## src/sv/sceat_pkg.sv

```systemverilog
// ----------------------------------------------------------------------------
// sceat_pkg: shared types and constants of the encoder angle tracker
// field widths, opcode and status codes, register indexes and the control
// word that travels from the front stage through the queue to the back end
// ----------------------------------------------------------------------------
package sceat_pkg;

  // fixed field widths
  localparam int OP_W       = 2;
  localparam int TICK_IN_W  = 32;
  localparam int CMD_W      = 16;
  localparam int STATUS_W   = 3;
  localparam int ANGLE_W    = 48;
  localparam int WRAP_W     = 25;
  localparam int MAG_W      = ANGLE_W + 1;
  localparam int TPR_W      = 16;
  localparam int DB_W       = 15;
  localparam int CFG_IDX_W  = 2;
  localparam int CFG_DATA_W = 16;

  // stream data widths, padded to whole bytes
  localparam int IN_DATA_W  = ((TICK_IN_W + CMD_W + 7) / 8) * 8;
  localparam int OUT_DATA_W = ((ANGLE_W + WRAP_W + 7) / 8) * 8;

  // one full turn in whole degrees
  localparam int TURN_DEG = 360;
  localparam int DEG_W    = 9;

  localparam int QUEUE_DEPTH = 2;

  // parameter defaults
  localparam int TICK_BITS_DEF = 32;
  localparam int FRAC_BITS_DEF = 16;

  // configuration register indexes
  localparam logic [CFG_IDX_W-1:0] CFG_DEADBAND = 2'd0;
  localparam logic [CFG_IDX_W-1:0] CFG_NEGATE   = 2'd1;
  localparam logic [CFG_IDX_W-1:0] CFG_TPR_FWD  = 2'd2;
  localparam logic [CFG_IDX_W-1:0] CFG_TPR_REV  = 2'd3;

  // result status codes
  localparam logic [STATUS_W-1:0] ST_LATCHED  = 3'd0;
  localparam logic [STATUS_W-1:0] ST_COUNTED  = 3'd1;
  localparam logic [STATUS_W-1:0] ST_NOMOTION = 3'd2;
  localparam logic [STATUS_W-1:0] ST_DEADBAND = 3'd3;
  localparam logic [STATUS_W-1:0] ST_ZEROTPR  = 3'd4;
  localparam logic [STATUS_W-1:0] ST_ROLLBACK = 3'd5;
  localparam logic [STATUS_W-1:0] ST_RESET    = 3'd6;
  localparam logic [STATUS_W-1:0] ST_ZEROED   = 3'd7;

  typedef enum logic [OP_W-1:0] {
    OP_SAMPLE = 2'd0,
    OP_RESET  = 2'd1,
    OP_ZERO   = 2'd2,
    OP_IDLE   = 2'd3
  } op_e;

  // classified item
  typedef struct packed {
    op_e              op;
    logic             db_hit;    // command inside deadband
    logic             sub;       // motion subtracts from the angle
    logic             tpr_zero;  // selected ticks per turn is zero
    logic [TPR_W-1:0] tpr;       // selected ticks per turn
  } ctl_t;

endpackage

```

## src/sv/sceat_front.sv

```systemverilog
// ----------------------------------------------------------------------------
// sceat_front: input stage of the encoder angle tracker
// holds the configuration registers, classifies each input transaction
// (deadband, direction, ticks per turn) and registers it for the queue
// ----------------------------------------------------------------------------
module sceat_front
  import sceat_pkg::*;
#(
  parameter int TICK_BITS = TICK_BITS_DEF
) (
  input  logic                   clk_i,
  input  logic                   rst_ni,
  input  logic                   cfg_we_i,
  input  logic [CFG_IDX_W-1:0]   cfg_idx_i,
  input  logic [CFG_DATA_W-1:0]  cfg_data_i,
  input  logic                   in_valid_i,
  output logic                   in_ready_o,
  input  logic [OP_W-1:0]        in_op_i,
  input  logic [TICK_IN_W-1:0]   in_ticks_i,
  input  logic signed [CMD_W-1:0] in_cmd_i,
  output logic                   out_valid_o,
  input  logic                   out_ready_i,
  output ctl_t                   out_ctl_o,
  output logic [TICK_BITS-1:0]   out_ticks_o
);

  logic [DB_W-1:0]  deadband_q;
  logic             negate_q;
  logic [TPR_W-1:0] tpr_fwd_q;
  logic [TPR_W-1:0] tpr_rev_q;

  logic                 vld_q;
  ctl_t                 ctl_q, ctl_d;
  logic [TICK_BITS-1:0] ticks_q;

  logic [63:0]      ticks_ext;
  logic [CMD_W-1:0] cmd_mag;
  logic             cmd_neg;
  logic             take;

  always_ff @(posedge clk_i or negedge rst_ni) begin
    if (!rst_ni) begin
      deadband_q <= '0;
      negate_q   <= 1'b0;
      tpr_fwd_q  <= '0;
      tpr_rev_q  <= '0;
    end else if (cfg_we_i) begin
      case (cfg_idx_i)
        CFG_DEADBAND: deadband_q <= cfg_data_i[DB_W-1:0];
        CFG_NEGATE:   negate_q   <= cfg_data_i[0];
        CFG_TPR_FWD:  tpr_fwd_q  <= cfg_data_i[TPR_W-1:0];
        CFG_TPR_REV:  tpr_rev_q  <= cfg_data_i[TPR_W-1:0];
        default: ;
      endcase
    end
  end

  // count taken modulo the tick width
  assign ticks_ext = 64'(in_ticks_i);

  // full negative command gives magnitude 2^15, above any deadband
  assign cmd_neg = in_cmd_i[CMD_W-1];
  assign cmd_mag = cmd_neg ? (~in_cmd_i + 1'b1) : in_cmd_i;

  always_comb begin
    ctl_d.op       = op_e'(in_op_i);
    ctl_d.db_hit   = cmd_mag <= CMD_W'(deadband_q);
    ctl_d.tpr      = cmd_neg ? tpr_rev_q : tpr_fwd_q;
    ctl_d.tpr_zero = (cmd_neg ? tpr_rev_q : tpr_fwd_q) == '0;
    ctl_d.sub      = cmd_neg ^ negate_q;
  end

  assign in_ready_o = !vld_q || out_ready_i;
  assign take       = in_valid_i && in_ready_o;

  always_ff @(posedge clk_i or negedge rst_ni) begin
    if (!rst_ni) begin
      vld_q <= 1'b0;
    end else if (in_ready_o) begin
      vld_q <= in_valid_i;
    end
  end

  always_ff @(posedge clk_i) begin
    if (take) begin
      ctl_q   <= ctl_d;
      ticks_q <= ticks_ext[TICK_BITS-1:0];
    end
  end

  assign out_valid_o = vld_q;
  assign out_ctl_o   = ctl_q;
  assign out_ticks_o = ticks_q;

endmodule

```

## src/sv/sceat_fifo.sv

```systemverilog
// ----------------------------------------------------------------------------
// sceat_fifo: short queue between classifier and back end
// lets the input side keep taking transactions while the back end computes
// ----------------------------------------------------------------------------
module sceat_fifo
  import sceat_pkg::*;
#(
  parameter int TICK_BITS = TICK_BITS_DEF
) (
  input  logic                 clk_i,
  input  logic                 rst_ni,
  input  logic                 push_valid_i,
  output logic                 push_ready_o,
  input  ctl_t                 push_ctl_i,
  input  logic [TICK_BITS-1:0] push_ticks_i,
  output logic                 pop_valid_o,
  input  logic                 pop_ready_i,
  output ctl_t                 pop_ctl_o,
  output logic [TICK_BITS-1:0] pop_ticks_o
);

  localparam int PTR_W = (QUEUE_DEPTH > 1) ? $clog2(QUEUE_DEPTH) : 1;
  localparam int CNT_W = $clog2(QUEUE_DEPTH + 1);

  ctl_t                 ctl_mem [QUEUE_DEPTH];
  logic [TICK_BITS-1:0] ticks_mem [QUEUE_DEPTH];

  logic [PTR_W-1:0] wr_ptr_q, rd_ptr_q;
  logic [CNT_W-1:0] cnt_q;
  logic             push, pop;

  assign push_ready_o = cnt_q != CNT_W'(QUEUE_DEPTH);
  assign pop_valid_o  = cnt_q != '0;
  assign push         = push_valid_i && push_ready_o;
  assign pop          = pop_valid_o && pop_ready_i;

  function automatic logic [PTR_W-1:0] ptr_next(input logic [PTR_W-1:0] p);
    ptr_next = (p == PTR_W'(QUEUE_DEPTH - 1)) ? '0 : p + 1'b1;
  endfunction

  always_ff @(posedge clk_i or negedge rst_ni) begin
    if (!rst_ni) begin
      wr_ptr_q <= '0;
      rd_ptr_q <= '0;
      cnt_q    <= '0;
    end else begin
      if (push) wr_ptr_q <= ptr_next(wr_ptr_q);
      if (pop)  rd_ptr_q <= ptr_next(rd_ptr_q);
      if (push && !pop)      cnt_q <= cnt_q + 1'b1;
      else if (pop && !push) cnt_q <= cnt_q - 1'b1;
    end
  end

  always_ff @(posedge clk_i) begin
    if (push) begin
      ctl_mem[wr_ptr_q]   <= push_ctl_i;
      ticks_mem[wr_ptr_q] <= push_ticks_i;
    end
  end

  assign pop_ctl_o   = ctl_mem[rd_ptr_q];
  assign pop_ticks_o = ticks_mem[rd_ptr_q];

endmodule

```

## src/sv/sceat_div.sv

```systemverilog
// ----------------------------------------------------------------------------
// sceat_div: radix-4 serial divider for the angle increment
// computes min(floor(dt * 360 * 2^FRAC_BITS / tpr), 2^48), two quotient bits
// per cycle
// ----------------------------------------------------------------------------
module sceat_div
  import sceat_pkg::*;
#(
  parameter int TICK_BITS = TICK_BITS_DEF,
  parameter int FRAC_BITS = FRAC_BITS_DEF
) (
  input  logic                 clk_i,
  input  logic                 rst_ni,
  input  logic                 start_i,
  input  logic [TICK_BITS-1:0] dt_i,
  input  logic [TPR_W-1:0]     tpr_i,
  output logic                 busy_o,
  output logic                 done_o,
  output logic [MAG_W-1:0]     mag_o
);

  localparam int PROD_W = TICK_BITS + DEG_W;
  localparam int NUM_W  = PROD_W + FRAC_BITS;
  localparam int NUM_W2 = NUM_W + (NUM_W % 2);
  localparam int STEPS  = NUM_W2 / 2;
  localparam int CNT_W  = $clog2(STEPS + 1);
  localparam int R4_W   = TPR_W + 2;
  localparam logic [MAG_W-1:0] MAG_CAP = {1'b1, {ANGLE_W{1'b0}}};

  logic [NUM_W2-1:0] num_q;
  logic [TPR_W-1:0]  rem_q;
  logic [R4_W-1:0]   t1_q, t3_q;
  logic [MAG_W-1:0]  quo_q;
  logic              ovf_q;
  logic              busy_q, done_q;
  logic [CNT_W-1:0]  cnt_q;

  logic [PROD_W-1:0] prod;
  logic [R4_W-1:0]   t2, r4, r4n;
  logic [1:0]        dig;

  assign prod = PROD_W'(dt_i) * PROD_W'(TURN_DEG);
  assign t2   = {t1_q[R4_W-2:0], 1'b0};
  assign r4   = {rem_q, num_q[NUM_W2-1 -: 2]};

  always_comb begin
    if (r4 >= t3_q) begin
      r4n = r4 - t3_q;
      dig = 2'd3;
    end else if (r4 >= t2) begin
      r4n = r4 - t2;
      dig = 2'd2;
    end else if (r4 >= t1_q) begin
      r4n = r4 - t1_q;
      dig = 2'd1;
    end else begin
      r4n = r4;
      dig = 2'd0;
    end
  end

  always_ff @(posedge clk_i or negedge rst_ni) begin
    if (!rst_ni) begin
      busy_q <= 1'b0;
      done_q <= 1'b0;
      cnt_q  <= '0;
    end else begin
      done_q <= 1'b0;
      if (start_i) begin
        busy_q <= 1'b1;
        cnt_q  <= CNT_W'(STEPS);
      end else if (busy_q) begin
        cnt_q <= cnt_q - 1'b1;
        if (cnt_q == CNT_W'(1)) begin
          busy_q <= 1'b0;
          done_q <= 1'b1;
        end
      end
    end
  end

  always_ff @(posedge clk_i) begin
    if (start_i) begin
      num_q <= NUM_W2'({prod, {FRAC_BITS{1'b0}}});
      rem_q <= '0;
      t1_q  <= R4_W'(tpr_i);
      t3_q  <= R4_W'({tpr_i, 1'b0}) + R4_W'(tpr_i);
      quo_q <= '0;
      ovf_q <= 1'b0;
    end else if (busy_q) begin
      num_q <= {num_q[NUM_W2-3:0], 2'b00};
      rem_q <= r4n[TPR_W-1:0];
      quo_q <= {quo_q[MAG_W-3:0], dig};
      // any bit pushed out of the top means the quotient is past the cap
      ovf_q <= ovf_q | (|quo_q[MAG_W-1 -: 2]);
    end
  end

  assign busy_o = busy_q;
  assign done_o = done_q;
  assign mag_o  = (ovf_q || quo_q > MAG_CAP) ? MAG_CAP : quo_q;

endmodule

```

## src/sv/sceat_back.sv

```systemverilog
// ----------------------------------------------------------------------------
// sceat_back: tracker state and result sequencer
// applies one queued item to the tracker state, runs the increment divide,
// forms the relative angle, wraps it to one turn and holds the result
// ----------------------------------------------------------------------------
module sceat_back
  import sceat_pkg::*;
#(
  parameter int TICK_BITS = TICK_BITS_DEF,
  parameter int FRAC_BITS = FRAC_BITS_DEF
) (
  input  logic                      clk_i,
  input  logic                      rst_ni,
  input  logic                      q_valid_i,
  output logic                      q_ready_o,
  input  ctl_t                      q_ctl_i,
  input  logic [TICK_BITS-1:0]      q_ticks_i,
  output logic                      div_start_o,
  output logic [TICK_BITS-1:0]      div_dt_o,
  output logic [TPR_W-1:0]          div_tpr_o,
  input  logic                      div_done_i,
  input  logic [MAG_W-1:0]          div_mag_i,
  output logic                      m_valid_o,
  input  logic                      m_ready_i,
  output logic [STATUS_W-1:0]       m_status_o,
  output logic signed [ANGLE_W-1:0] m_rel_o,
  output logic [WRAP_W-1:0]         m_wrap_o
);

  // integer degrees part of the relative angle, reduced mod 360 in three
  // steps: 360 = 8 * 45 and 2^12 is 1 mod 45, so the twelve-bit chunks of
  // (deg >> 3) are summed, then a reciprocal multiply gives the rest mod 45
  localparam int INT_W     = ANGLE_W - FRAC_BITS;
  localparam int MOD_C     = int'((64'd1 << INT_W) % TURN_DEG);
  localparam int LOW_W     = 3;
  localparam int TURN_ODD  = TURN_DEG >> LOW_W;
  localparam int CH_W      = 12;
  localparam int HI_W      = INT_W - LOW_W;
  localparam int NCH       = (HI_W + CH_W - 1) / CH_W;
  localparam int FOLD_W    = CH_W + 2;
  localparam int RCP_SH    = 20;
  localparam int RCP_M     = ((1 << RCP_SH) + TURN_ODD - 1) / TURN_ODD;
  localparam int PRD_W     = FOLD_W + 15;
  localparam int Q45_W     = 9;
  localparam int R45_W     = 6;
  localparam int WR_W      = DEG_W + FRAC_BITS;
  localparam int WRX_W     = WR_W + WRAP_W;
  localparam int SUM_W     = ANGLE_W + 2;

  localparam logic signed [SUM_W-1:0]   SUM_MAX = (SUM_W'(1) <<< (ANGLE_W - 1)) - 1;
  localparam logic signed [SUM_W-1:0]   SUM_MIN = -(SUM_W'(1) <<< (ANGLE_W - 1));
  localparam logic signed [ANGLE_W:0]   DIF_MAX = ((ANGLE_W + 1)'(1) <<< (ANGLE_W - 1)) - 1;
  localparam logic signed [ANGLE_W:0]   DIF_MIN = -((ANGLE_W + 1)'(1) <<< (ANGLE_W - 1));

  localparam logic [2:0] S_IDLE  = 3'd0;
  localparam logic [2:0] S_START = 3'd1;
  localparam logic [2:0] S_DIV   = 3'd2;
  localparam logic [2:0] S_REL   = 3'd3;
  localparam logic [2:0] S_FOLD  = 3'd4;
  localparam logic [2:0] S_RECIP = 3'd5;
  localparam logic [2:0] S_MOD   = 3'd6;
  localparam logic [2:0] S_OUT   = 3'd7;

  logic [2:0]                state_q, state_d;
  logic                      have_q, have_d;
  logic [TICK_BITS-1:0]      prev_q, prev_d;
  logic signed [ANGLE_W-1:0] acc_q, acc_d;
  logic signed [ANGLE_W-1:0] zero_q, zero_d;
  logic [TICK_BITS-1:0]      dt_q, dt_d;
  logic [TPR_W-1:0]          tpr_q, tpr_d;
  logic                      sub_q, sub_d;
  logic [STATUS_W-1:0]       status_q, status_d;
  logic signed [ANGLE_W-1:0] rel_q, rel_d;
  logic [INT_W-1:0]          ideg_q, ideg_d;
  logic [FOLD_W-1:0]         fold_q, fold_d;
  logic [Q45_W-1:0]          q45_q, q45_d;
  logic [DEG_W-1:0]          r_q, r_d;
  logic                      ov_q, ov_d;
  logic [STATUS_W-1:0]       o_status_q, o_status_d;
  logic signed [ANGLE_W-1:0] o_rel_q, o_rel_d;
  logic [WRAP_W-1:0]         o_wrap_q, o_wrap_d;

  logic [TICK_BITS-1:0]      dt_c;
  logic                      back_c;
  logic signed [SUM_W-1:0]   acc_x, mag_x, sum_c;
  logic signed [ANGLE_W-1:0] acc_sat;
  logic signed [ANGLE_W:0]   dif_c;
  logic signed [ANGLE_W-1:0] rel_c;
  logic [NCH*CH_W-1:0]       hi_pad;
  logic [FOLD_W-1:0]         fold_c;
  logic [PRD_W-1:0]          prd_c;
  logic [FOLD_W-1:0]         r45_c;
  logic [DEG_W:0]            fix_c;
  logic [WR_W-1:0]           wr_c;
  logic [WRX_W-1:0]          wrx_c;
  logic                      out_free;

  assign dt_c   = q_ticks_i - prev_q;
  assign back_c = q_ticks_i < prev_q;

  // accumulate with saturation to the angle range
  assign acc_x = SUM_W'(acc_q);
  assign mag_x = signed'(SUM_W'(div_mag_i));
  assign sum_c = sub_q ? (acc_x - mag_x) : (acc_x + mag_x);

  always_comb begin
    if (sum_c > SUM_MAX)      acc_sat = SUM_MAX[ANGLE_W-1:0];
    else if (sum_c < SUM_MIN) acc_sat = SUM_MIN[ANGLE_W-1:0];
    else                      acc_sat = sum_c[ANGLE_W-1:0];
  end

  assign dif_c = (ANGLE_W + 1)'(acc_q) - (ANGLE_W + 1)'(zero_q);

  always_comb begin
    if (dif_c > DIF_MAX)      rel_c = DIF_MAX[ANGLE_W-1:0];
    else if (dif_c < DIF_MIN) rel_c = DIF_MIN[ANGLE_W-1:0];
    else                      rel_c = dif_c[ANGLE_W-1:0];
  end

  // chunk sum keeps the value mod 45, at most four chunks of 4095
  assign hi_pad = (NCH * CH_W)'(ideg_q[INT_W-1:LOW_W]);

  always_comb begin
    fold_c = '0;
    for (int i = 0; i < NCH; i++) begin
      fold_c = fold_c + FOLD_W'(hi_pad[i*CH_W +: CH_W]);
    end
  end

  // floor(fold / 45) by reciprocal, exact over the whole fold range
  assign prd_c = PRD_W'(fold_q) * PRD_W'(RCP_M);
  assign r45_c = fold_q - FOLD_W'(q45_q) * FOLD_W'(TURN_ODD);

  // a negative angle was reduced as its two's complement pattern, so take
  // 2^INT_W mod 360 back out
  always_comb begin
    if (!rel_q[ANGLE_W-1])                  fix_c = (DEG_W + 1)'(r_q);
    else if (r_q >= DEG_W'(MOD_C))          fix_c = (DEG_W + 1)'(r_q) - (DEG_W + 1)'(MOD_C);
    else fix_c = (DEG_W + 1)'(r_q) + (DEG_W + 1)'(TURN_DEG - MOD_C);
  end

  assign wr_c  = {fix_c[DEG_W-1:0], rel_q[FRAC_BITS-1:0]};
  assign wrx_c = WRX_W'(wr_c);

  assign out_free = !ov_q || m_ready_i;

  always_comb begin
    state_d    = state_q;
    have_d     = have_q;
    prev_d     = prev_q;
    acc_d      = acc_q;
    zero_d     = zero_q;
    dt_d       = dt_q;
    tpr_d      = tpr_q;
    sub_d      = sub_q;
    status_d   = status_q;
    rel_d      = rel_q;
    ideg_d     = ideg_q;
    fold_d     = fold_q;
    q45_d      = q45_q;
    r_d        = r_q;
    ov_d       = ov_q && !m_ready_i;
    o_status_d = o_status_q;
    o_rel_d    = o_rel_q;
    o_wrap_d   = o_wrap_q;

    case (state_q)
      S_IDLE: begin
        if (q_valid_i) begin
          state_d = S_REL;
          case (q_ctl_i.op)
            OP_SAMPLE: begin
              prev_d = q_ticks_i;
              if (!have_q) begin
                have_d   = 1'b1;
                status_d = ST_LATCHED;
              end else if (back_c) begin
                acc_d    = '0;
                zero_d   = '0;
                status_d = ST_ROLLBACK;
              end else if (dt_c == '0) begin
                status_d = ST_NOMOTION;
              end else if (q_ctl_i.db_hit) begin
                status_d = ST_DEADBAND;
              end else if (q_ctl_i.tpr_zero) begin
                status_d = ST_ZEROTPR;
              end else begin
                status_d = ST_COUNTED;
                dt_d     = dt_c;
                tpr_d    = q_ctl_i.tpr;
                sub_d    = q_ctl_i.sub;
                state_d  = S_START;
              end
            end
            OP_RESET: begin
              have_d   = 1'b0;
              prev_d   = '0;
              acc_d    = '0;
              zero_d   = '0;
              status_d = ST_RESET;
            end
            OP_ZERO: begin
              zero_d   = acc_q;
              status_d = ST_ZEROED;
            end
            default: begin
              status_d = ST_NOMOTION;
            end
          endcase
        end
      end
      S_START: begin
        state_d = S_DIV;
      end
      S_DIV: begin
        if (div_done_i) begin
          acc_d   = acc_sat;
          state_d = S_REL;
        end
      end
      S_REL: begin
        rel_d   = rel_c;
        ideg_d  = rel_c[ANGLE_W-1:FRAC_BITS];
        state_d = S_FOLD;
      end
      S_FOLD: begin
        fold_d  = fold_c;
        state_d = S_RECIP;
      end
      S_RECIP: begin
        q45_d   = prd_c[RCP_SH +: Q45_W];
        state_d = S_MOD;
      end
      S_MOD: begin
        r_d     = {r45_c[R45_W-1:0], ideg_q[LOW_W-1:0]};
        state_d = S_OUT;
      end
      S_OUT: begin
        if (out_free) begin
          ov_d       = 1'b1;
          o_status_d = status_q;
          o_rel_d    = rel_q;
          o_wrap_d   = wrx_c[WRAP_W-1:0];
          state_d    = S_IDLE;
        end
      end
      default: begin
        state_d = S_IDLE;
      end
    endcase
  end

  always_ff @(posedge clk_i or negedge rst_ni) begin
    if (!rst_ni) begin
      state_q <= S_IDLE;
      have_q  <= 1'b0;
      prev_q  <= '0;
      acc_q   <= '0;
      zero_q  <= '0;
      ov_q    <= 1'b0;
    end else begin
      state_q <= state_d;
      have_q  <= have_d;
      prev_q  <= prev_d;
      acc_q   <= acc_d;
      zero_q  <= zero_d;
      ov_q    <= ov_d;
    end
  end

  always_ff @(posedge clk_i) begin
    dt_q       <= dt_d;
    tpr_q      <= tpr_d;
    sub_q      <= sub_d;
    status_q   <= status_d;
    rel_q      <= rel_d;
    ideg_q     <= ideg_d;
    fold_q     <= fold_d;
    q45_q      <= q45_d;
    r_q        <= r_d;
    o_status_q <= o_status_d;
    o_rel_q    <= o_rel_d;
    o_wrap_q   <= o_wrap_d;
  end

  assign q_ready_o   = state_q == S_IDLE;
  assign div_start_o = state_q == S_START;
  assign div_dt_o    = dt_q;
  assign div_tpr_o   = tpr_q;
  assign m_valid_o   = ov_q;
  assign m_status_o  = o_status_q;
  assign m_rel_o     = o_rel_q;
  assign m_wrap_o    = o_wrap_q;

endmodule

```

## src/sv/single_channel_encoder_angle_tracker.sv

```systemverilog
// ----------------------------------------------------------------------------
// single_channel_encoder_angle_tracker: turret angle from a direction-less
// encoder count
// Each input transaction carries an opcode, an absolute tick count and a
// signed motor command; each one gives exactly one result transaction with a
// status code, the angle relative to the zero point and that angle wrapped to
// one turn, both in degrees with FRAC_BITS fraction bits. The motor command's
// sign picks the direction and the ticks per turn. A classify stage and a
// two-entry queue take new transactions while the back end works, and the
// result sits in an output register so input keeps flowing while the output
// is stalled. The back end handles one item at a time: a counted sample first
// runs the radix-4 serial divider for the increment; the wrapped angle comes
// from the mod-360 unit (chunk fold, reciprocal multiply, remainder), which
// every item passes through. A stalled result output holds the back end in
// its last step until the result register drains.
// Configuration writes are meant for when the block is idle.
// ----------------------------------------------------------------------------
module single_channel_encoder_angle_tracker
  import sceat_pkg::*;
#(
  parameter int TICK_BITS = TICK_BITS_DEF,  // tick counter width, 16..64
  parameter int FRAC_BITS = FRAC_BITS_DEF   // angle fraction bits, 8..16
) (
  input  logic                  clk_i,
  input  logic                  rst_ni,

  // configuration writes
  input  logic                  cfg_we_i,
  input  logic [CFG_IDX_W-1:0]  cfg_idx_i,
  input  logic [CFG_DATA_W-1:0] cfg_data_i,

  // input stream
  input  logic                  s_axis_tvalid,
  output logic                  s_axis_tready,
  input  logic [IN_DATA_W-1:0]  s_axis_tdata,   // tick_count[31:0], motor_cmd[47:32]
  input  logic [OP_W-1:0]       s_axis_tuser,   // opcode[1:0]

  // result stream
  output logic                  m_axis_tvalid,
  input  logic                  m_axis_tready,
  output logic [OUT_DATA_W-1:0] m_axis_tdata,   // angle_rel[47:0], angle_wrapped[72:48], zero pad
  output logic [STATUS_W-1:0]   m_axis_tuser    // status[2:0]
);

  // front to queue
  logic                 fr_valid, fr_ready;
  ctl_t                 fr_ctl;
  logic [TICK_BITS-1:0] fr_ticks;

  // queue to back end
  logic                 bq_valid, bq_ready;
  ctl_t                 bq_ctl;
  logic [TICK_BITS-1:0] bq_ticks;

  // divider handshake
  logic                 div_start, div_busy, div_done;
  logic [TICK_BITS-1:0] div_dt;
  logic [TPR_W-1:0]     div_tpr;
  logic [MAG_W-1:0]     div_mag;

  logic signed [ANGLE_W-1:0] angle_rel;
  logic [WRAP_W-1:0]         angle_wrapped;

  // config registers and classification of each incoming transaction
  sceat_front #(
    .TICK_BITS (TICK_BITS)
  ) u_front (
    .clk_i       (clk_i),
    .rst_ni      (rst_ni),
    .cfg_we_i    (cfg_we_i),
    .cfg_idx_i   (cfg_idx_i),
    .cfg_data_i  (cfg_data_i),
    .in_valid_i  (s_axis_tvalid),
    .in_ready_o  (s_axis_tready),
    .in_op_i     (s_axis_tuser),
    .in_ticks_i  (s_axis_tdata[TICK_IN_W-1:0]),
    .in_cmd_i    (signed'(s_axis_tdata[TICK_IN_W +: CMD_W])),
    .out_valid_o (fr_valid),
    .out_ready_i (fr_ready),
    .out_ctl_o   (fr_ctl),
    .out_ticks_o (fr_ticks)
  );

  // decouples the classifier from the sequencer
  sceat_fifo #(
    .TICK_BITS (TICK_BITS)
  ) u_fifo (
    .clk_i        (clk_i),
    .rst_ni       (rst_ni),
    .push_valid_i (fr_valid),
    .push_ready_o (fr_ready),
    .push_ctl_i   (fr_ctl),
    .push_ticks_i (fr_ticks),
    .pop_valid_o  (bq_valid),
    .pop_ready_i  (bq_ready),
    .pop_ctl_o    (bq_ctl),
    .pop_ticks_o  (bq_ticks)
  );

  // serial divide of the scaled tick delta by ticks per turn
  sceat_div #(
    .TICK_BITS (TICK_BITS),
    .FRAC_BITS (FRAC_BITS)
  ) u_div (
    .clk_i   (clk_i),
    .rst_ni  (rst_ni),
    .start_i (div_start),
    .dt_i    (div_dt),
    .tpr_i   (div_tpr),
    .busy_o  (div_busy),
    .done_o  (div_done),
    .mag_o   (div_mag)
  );

  // tracker state, relative angle, wrap and the result register
  sceat_back #(
    .TICK_BITS (TICK_BITS),
    .FRAC_BITS (FRAC_BITS)
  ) u_back (
    .clk_i       (clk_i),
    .rst_ni      (rst_ni),
    .q_valid_i   (bq_valid),
    .q_ready_o   (bq_ready),
    .q_ctl_i     (bq_ctl),
    .q_ticks_i   (bq_ticks),
    .div_start_o (div_start),
    .div_dt_o    (div_dt),
    .div_tpr_o   (div_tpr),
    .div_done_i  (div_done),
    .div_mag_i   (div_mag),
    .m_valid_o   (m_axis_tvalid),
    .m_ready_i   (m_axis_tready),
    .m_status_o  (m_axis_tuser),
    .m_rel_o     (angle_rel),
    .m_wrap_o    (angle_wrapped)
  );

  // pack result fields, lowest field first
  assign m_axis_tdata = OUT_DATA_W'({angle_wrapped, angle_rel});

`ifndef SYNTHESIS
  // the divider is never restarted while a divide is running
  assert property (@(posedge clk_i) disable iff (!rst_ni) div_start |-> !div_busy)
    else $error("divider started while busy");

  // a divide that ends always hands its result over
  assert property (@(posedge clk_i) disable iff (!rst_ni) $fell(div_busy) |-> div_done)
    else $error("divider finished without done");

  // reset and set-zero both leave the relative angle at zero
  assert property (@(posedge clk_i) disable iff (!rst_ni)
    m_axis_tvalid && (m_axis_tuser == ST_RESET || m_axis_tuser == ST_ZEROED)
    |-> m_axis_tdata[ANGLE_W+WRAP_W-1:0] == '0)
    else $error("nonzero angle after reset or zero");
`endif

endmodule
```

## config.mk

```make
export PLATFORM = sky130hd
export DESIGN_NAME = single_channel_encoder_angle_tracker
export DESIGN_NICKNAME = d
export VERILOG_FILES = /design/src/sv/sceat_pkg.sv /design/src/sv/sceat_front.sv /design/src/sv/sceat_fifo.sv /design/src/sv/sceat_div.sv /design/src/sv/sceat_back.sv /design/src/sv/single_channel_encoder_angle_tracker.sv
export SDC_FILE = /design/constraint.sdc
export NUM_CORES = 2
export LEC_CHECK = 0
export BUFFER_PORTS_ARGS = -buffer_cell sky130_fd_sc_hd__buf_2
export CAP_MARGIN = 30
export CORE_ASPECT_RATIO = 0.8
export CORE_UTILIZATION = 60
export CTS_BUF_LIST = sky130_fd_sc_hd__clkbuf_16
export CTS_CLUSTER_DIAMETER = 40
export CTS_CLUSTER_SIZE = 28
export DETAILED_ROUTE_END_ITERATION = 8
export GPL_ROUTABILITY_DRIVEN = 0
export GPL_TIMING_DRIVEN = 0
export PLACE_DENSITY = 0.74
export SLEW_MARGIN = 0
export SYNTH_ARGS = -nofsm -noshare
export SYNTH_HDL_FRONTEND = slang
export SYNTH_SLANG_ARGS = --single-unit
```

## constraint.sdc

```tcl
create_clock -name clk_i -period 12.06 [get_ports clk_i]
set_input_delay 1.206 -clock clk_i [delete_from_list [all_inputs] [get_ports clk_i]]
set_output_delay 1.206 -clock clk_i [all_outputs]
set_load 0.02 [all_outputs]
```

# After elaboration in Yosys (flattened, before gate mapping)
# Memories as Yosys holds them, arrays and structs flattened.
# Index checks and enable logic that the tools add are counted.
op_classes:
  n_lt_le_gt_ge: 11
  mux: 58
  n_eq_ne: 22
  reduce_logical: 37
  add_sub_neg: 19
  multipliers: 3
  bitwise: 7
op_table:
  columns: ["operator", "count"]
  rows:
  - ["2-to-1 mux 48 bit", 7]
  - ["case mux 48 bit (2 select lines)", 2]
  - ["case mux 48 bit (3 select lines)", 1]
  - ["2-to-1 mux 57 bit", 2]
  - ["2-to-1 mux 16 bit", 5]
  - ["case mux 32 bit (2 select lines)", 1]
  - ["adder 48 x 50 -> 50 bit", 1]
  - ["greater-than comparator 50 x 48 -> 1 bit, second input constant", 1]
  - ["< comparator 50 x 48 -> 1 bit, second input constant", 1]
  - ["2-to-1 mux 50 bit", 1]
  - ["subtractor 48 x 50 -> 50 bit", 1]
  - ["greater-than comparator 49 x 48 -> 1 bit, second input constant", 1]
  - ["greater-than comparator 49 bit, second input constant", 1]
  - ["< comparator 49 x 48 -> 1 bit, second input constant", 1]
  - ["2-to-1 mux 49 bit", 1]
  - ["subtractor 48 x 48 -> 49 bit", 1]
  - ["subtractor 16 bit", 3]
  - ["2-to-1 mux 3 bit", 13]
  - ["multiplier 32 x 6 -> 38 bit, second input constant", 1]
  - ["zero test 32 bit", 1]
  - ["< comparator 32 bit", 1]
  - ["subtractor 32 bit", 1]
  - ["multiplier 14 x 14 -> 28 bit, second input constant", 1]
  - ["case mux 3 bit (8 select lines)", 1]
  - ["51 further kinds", 107]
totals:
  word_cells: 201
  inputBits: 73
  regBits: 593
  out_inout_bits: 85
  ram_bits: 106
  n_memories: 2
memory_table:
  columns: ["memory", "words", "word_bits", "rd", "rd_clocked_by_memory_dff", "wr", "line", "text"]
  rows:
  - ["u_fifo.ticks_mem", 2, 32, 1, 0, 1, "sceat_fifo.sv:26", "logic [TICK_BITS-1:0] ticks_mem [QUEUE_DEPTH];"]
  - ["u_fifo.ctl_mem", 2, 21, 1, 0, 1, "sceat_fifo.sv:25", "ctl_t ctl_mem [QUEUE_DEPTH];"]

# Depth between registers and ports, before layout
depth:
  word_depth: 10
  ltp_mapped: 30

# Modules after synthesis
# Synthesis repeated with hierarchy kept, for this count alone.
unflattened:
  hier_cells: 4353
  hier_area_um2: 45200.9
by_module_without_submodules:
  columns: ["module", "area_each_um2", "n_inst", "seq_area_each_um2", "cells_per_inst"]
  rows:
  - ["sceat_back", 23814.1, 1, 9003.6, 2487]
  - ["sceat_div", 12743.5, 1, 3648.5, 1377]
  - ["sceat_front", 4317.9, 1, 2817.7, 298]
  - ["sceat_fifo", 4269.1, 1, 3283.1, 183]
  - ["single_channel_encoder_angle_tracker", 56.3, 1, 0.0, 8]

# Worst setup path before layout
# OpenSTA, ideal clock, no wires.
synth_timing:
  path_type: "flip-flop to flip-flop"
  from: "reg u_div.quo_q[23]"
  to: "reg u_back.acc_q[0]"
  n_path_buf: 4
  synth_period_minus_slack_ps: 6372
  path_stages_with_launch: 28
  slack_ps: 5688
  setup_time_ps: 133
  arrival_ps: 6239
  t_required_ps: 11927
  path_cell_list: "dfxtp_1 -> clkbuf_1 -> nor4_1 -> nand4b_1 -> or4_1 -> o21ai_1 -> clkbuf_1 -> and2_1 -> inv_1 -> ha_1 -> a21boi_0 -> and2_1 -> a21boi_0 -> o21ai_1 -> nand3_1 -> ha_1 -> clkbuf_1 -> a21oi_1 -> o21ai_0 -> or2_2 -> a2111oi_0 -> a21oi_1 -> a41oi_1 -> xnor2_1 -> o21a_1 -> nand2b_1 -> clkbuf_1 -> o21ai_0"
synth_via:
  elab_chain_cells: 10
  elab_cells_between_ends: 12
  cone_classes: "add/sub (2); order compare (3); mux (6); reduce/logical (1)"
synth_rtl:
  columns: ["item", "line", "text"]
  rows:
  - ["from (decl)", "sceat_div.sv:33", "logic [MAG_W-1:0] quo_q;"]
  - ["from (signal assigned)", "sceat_div.sv:93", "quo_q <= {quo_q[MAG_W-3:0], dig};"]
  - ["greater-than comparator 49 bit", "sceat_div.sv:101", "assign mag_o = (ovf_q || quo_q > MAG_CAP) ? MAG_CAP : quo_q;"]
  - ["logical OR 1 bit", "sceat_div.sv:101", null]
  - ["2-to-1 mux 49 bit (*)", "sceat_div.sv:101", null]
  - ["adder 48 x 50 -> 50 bit or subtractor 48 x 50 -> 50 bit (tied branches)", "sceat_back.sv:104", "assign sum_c = sub_q ? (acc_x - mag_x) : (acc_x + mag_x);"]
  - ["2-to-1 mux 50 bit (*)", "sceat_back.sv:104", null]
  - ["< comparator 50 x 48 -> 1 bit", "sceat_back.sv:108", "else if (sum_c < SUM_MIN) acc_sat = SUM_MIN[ANGLE_W-1:0];"]
  - ["2-to-1 mux 48 bit", "sceat_back.sv:108", null]
  - ["2-to-1 mux 48 bit (*)", "sceat_back.sv:107", "if (sum_c > SUM_MAX) acc_sat = SUM_MAX[ANGLE_W-1:0];"]
  - ["2-to-1 mux 48 bit (*)", "sceat_back.sv:216", "if (div_done_i) begin"]
  - ["case mux 48 bit (2 select lines) (*)", "sceat_back.sv:167", "case (state_q)"]
  - ["to (signal assigned)", "sceat_back.sv:258", "acc_q <= '0;"]
  - ["to (signal assigned)", "sceat_back.sv:265", "acc_q <= acc_d;"]
  - ["to (decl)", "sceat_back.sv:67", "logic signed [ANGLE_W-1:0] acc_q, acc_d;"]
# Mark *: on every way between the ends. The rest lies on a longest branch, timed or not. The select of a mux whose other input is x is not followed.
# A chain may end at the register's enable or synchronous reset.

# Final worst setup path
layout_timing:
  from: "reg u_div.quo_q[23]"
  to: "reg u_back.acc_q[5]"
# The elaborated chain is that of the path after synthesis.

==> run summary <==
The die area came out at 0.0760 mm^2. The startpoint kind of the worst setup timing path is a flip-flop. Of the cells placed in the final design, the portion with a size suffix greater than 1 is 9.97%. The average cell area after synthesis is 10.1 um^2. The number of rows created at floorplan came out at 89. Buffers placed on the I/O ports in this run total 149. The first element of the critical path is u_div.quo_q[23]. The number of buffers created by CTS is 85. The wire-length estimate of the detail-placed layout is 84500 um. The tool flagged a number of max-cap violations equal to 0. The met2 track demand over resource came out at 42.5%. The number of register bits inferred by synthesis is 679. Counting along the longest clock path gives a buffer depth of 3. The slew at the pin with the worst max-slew slack came out at 1.03 ns. The stage delay of the slowest cell on the critical path is 0.72 ns. The endpoint required time on the critical path came out at 12.55 ns. The critical register-to-register path endpoint is u_back.acc_q[5]. The critical path is of the reg -> reg type. The global-route track usage on met1 came out at 43.9%. The worst register-to-register path begins at u_div.quo_q[23]. The via count of the first global-routing pass is 32100. Once the floorplan was initialized, standard cells occupied 60.8% of the core. The flow ran to the end, and the final reports show no timing, DRC or antenna violations. The clock arrives with 0.0355 ns of skew. The initial antenna violation count came out at 0. The total overflow left after global routing is 0.

The path depth of the worst reg2reg path came out at 26. The most instantiated library cell after synthesis is sky130_fd_sc_hd__inv_1. The nature of the critical path endpoint is a flip-flop.

The CTS sink count is 679. The number of vias per cell after detailed routing is 5.84. The total detailed-routing wirelength came out at 108000 um. Following the worst setup path forward leads to its endpoint at u_back.acc_q[5].

Of all nets on the critical path, the largest fanout is 10. TritonCTS built the clock tree. The gate family responsible for the most delay along the worst path is compound AO/OA/AOI/OAI gates. At the later pin of the worst-skew pair, clock insertion delay measures 0.66 ns. The number of stages on the worst setup path is 26. The width of the chip is 308 um. The synthesized instance count is 4468.

After synthesis, the cell types taking the most area are sky130_fd_sc_hd__edfxtp_1 28%, sky130_fd_sc_hd__ha_1 12%, sky130_fd_sc_hd__dfrtp_1 11%, sky130_fd_sc_hd__fa_1 4.9%, sky130_fd_sc_hd__o21ai_0 3.9%. The number of warnings printed during yosys synthesis came out at 0. The met3 usage came out at 4.40%. The critical path arrival came out at 9.81 ns. The overall via count from detail_route is 33800. The commonest register cell after synthesis is sky130_fd_sc_hd__edfxtp_1. The global-route wire length before repair came out at 172000 um. Ranked by instance count, the synthesized netlist is headed by 458 x sky130_fd_sc_hd__inv_1, 419 x sky130_fd_sc_hd__edfxtp_1, 415 x sky130_fd_sc_hd__ha_1.

The most numerous cell on the critical path is sky130_fd_sc_hd__clkbuf_1. Summed over all failing endpoints, the final setup total negative slack is 0 ns. The final routed wire length divided by cell count came out at 18.7 um. The synthesized netlist contains 93 unique library cells. The chip height came out at 247 um. The cell sitting at the root of the clock tree is a sky130_fd_sc_hd__clkbuf_16. The number of nets with antenna violations after routing came out at 0. The minimum clock period after layout is 9.32 ns. The cell area after synthesis is 0.0449 mm^2. Entering global routing, the biggest net connects 114 pins. The number of enable flip-flop cells after synthesis came out at 419. Once the clock tree was built, the resizer swapped 0 gates to a different size. Relative to the synthesized area, the layout overhead comes to 12.0%. On the critical path, the stage with the largest delay is an instance of sky130_fd_sc_hd__o21ai_1.

During I/O placement, the number of pins put on the boundary was 158. The number of hold-slack violations in the final timing report came out at 0. The number of setup violations in the final report came out at 0. The number of pins with negative max-slew slack in the final report is 0. The post-layout net count came out at 5320. After global routing, the most crowded layer is met1. The register clock-pin slew on the reported worst setup and hold paths is 0.07 ns.

Global routing consumed, over all layers together, 28.6% of the routing resources. The normalized max-slew margin is 31.1%. The placeable core region is 0.0739 mm^2.

The min-delay analysis places its worst path in the category reg -> reg. The highest attainable clock frequency is 0.107 GHz. Buffers added to address setup during post-CTS repair amount to 0. The critical path contains buffers and inverters numbering 5 combined. Setup repair after global routing left no endpoint under its margin. The number of buffers inserted for hold repair after clock tree synthesis is 0. The ratio of final minimum period to clock period came out at 77.3%. The number of H-tree levels came out at 3. The portion of synthesized cell area occupied by the leading cell type came out at 28.0%. The number of filler cells placed in the layout came out at 5687. The proportion of register bits with asynchronous set or reset after synthesis is 28.4%. The number of detailed-routing iterations run before antenna repair is 8.

The total inserted antenna cells is 0. The final routed DRC violation total came out at 0. The DRC marker count from the first detailed-route iteration came out at 2963. The sequential area share after synthesis came out at 41.7%.

Of all cell types, the one taking the most synthesized area is sky130_fd_sc_hd__edfxtp_1. The worst-case register-to-register setup slack is 2.74 ns.
final cells by class:
class / count / area (um^2) / area share (%)
repair buffers: 160 / 983 / 1.95
plain buffers: 173 / 749 / 1.49
inverters: 459 / 1720 / 3.42
flip-flops and latches: 679 / 18800 / 37.3
well taps: 1001 / 1250 / 2.49
clock inverters: 74 / 938 / 1.86
clock buffers: 86 / 2150 / 4.28
multi-input cells: 3163 / 23800 / 47.2
flip-flops by register name, indices dropped and copies added (netlist names), 18 cells and up:
signal and count:
u_fifo.ctl_mem 42, u_div.t3_q 18, u_back.m_rel_o 32, u_back.prev_q 32, u_back.m_wrap_o 25, u_front.out_ticks_o 32
u_back.div_dt_o 32, u_back.zero_q 48, u_front.out_ctl_o 21, u_fifo.ticks_mem 64, u_div.quo_q 49, u_back.acc_q 48
u_div.num_q 39, u_back.ideg_q 32
per-layer routing:
metal	wire [um]	vias up
met5	0	-
met4	2030	0
met3	8330	162
met2	45700	1215
met1	52100	16100
li1	-	16400
kinds of logic (layout without fill, tap and decap cells):
family                     Yosys count  count (layout)  share of synthesized area [%]
adders and majority gates          530             530                           16.6
AOI/OAI and AO/OA                 1093            1093                           15.3
buffers and inverters              632             952                           5.50
other                                1               7                        0.00834
xor gates and xnor gates           277             277                           5.40
muxes                              161             161                           3.87
and+or+nand+nor                   1095            1095                           11.6
DFF                                679             679                           41.7
metrics by stage:
stage / hold WS, ns / setup slack, ns / util, % / cell area [um^2] / cells
6_report: 0.419 / 2.74 / 68.1 / 50300 / 5795
5_1_grt: 0.423 / 2.32 / 68.1 / 50300 / 5795
4_1_cts: 0.418 / 3.17 / 68.1 / 50300 / 5795
3_5_place_dp: 0.405 / 3.21 / 63.9 / 47200 / 5635
3_3_place_gp: 0.400 / 3.19 / 63.5 / 47000 / 5624
2_1_floorplan: 0.400 / 5.69 / - / 45000 / 4474
worst min path at each step:
stage / startpoint / endpoint / depth (start not counted)
2_1_floorplan: u_back.status_q[0] / u_back.m_status_o[0] / 0
3_3_place_gp: u_back.status_q[0] / u_back.m_status_o[0] / 0
3_5_place_dp: u_back.r_q[2] / u_back.m_wrap_o[18] / 0
4_1_cts: u_back.status_q[0] / u_back.m_status_o[0] / 0
5_1_grt: u_back.r_q[2] / u_back.m_wrap_o[18] / 0
6_report: u_back.status_q[1] / u_back.m_status_o[1] / 0
cells in the final DEF (no fill, tap or decap), types with 29 or more instances in the layout:
cell type,n
sky130_fd_sc_hd__a211oi_1,37
sky130_fd_sc_hd__a21o_1,112
sky130_fd_sc_hd__a21oi_1,277
sky130_fd_sc_hd__a31oi_1,34
sky130_fd_sc_hd__buf_2,150
sky130_fd_sc_hd__clkbuf_1,133
sky130_fd_sc_hd__clkbuf_16,86
sky130_fd_sc_hd__dfrtp_1,193
sky130_fd_sc_hd__dfxtp_1,67
sky130_fd_sc_hd__edfxtp_1,419
sky130_fd_sc_hd__fa_1,111
sky130_fd_sc_hd__ha_1,415
sky130_fd_sc_hd__inv_1,464
sky130_fd_sc_hd__mux2_2,103
sky130_fd_sc_hd__mux2i_1,58
sky130_fd_sc_hd__nand2_1,379
sky130_fd_sc_hd__nand2b_1,74
sky130_fd_sc_hd__nand3_1,63
sky130_fd_sc_hd__nand4_1,35
sky130_fd_sc_hd__nor2_1,250
sky130_fd_sc_hd__nor2b_1,39
sky130_fd_sc_hd__nor3_1,69
sky130_fd_sc_hd__nor4_1,29
sky130_fd_sc_hd__o21a_1,38
sky130_fd_sc_hd__o21ai_0,347
sky130_fd_sc_hd__xnor2_1,164
sky130_fd_sc_hd__xor2_1,113
Power is left out: the tool's default activity adds up to more than one toggle a clock period on the data nets, which glitch-free logic cannot reach.
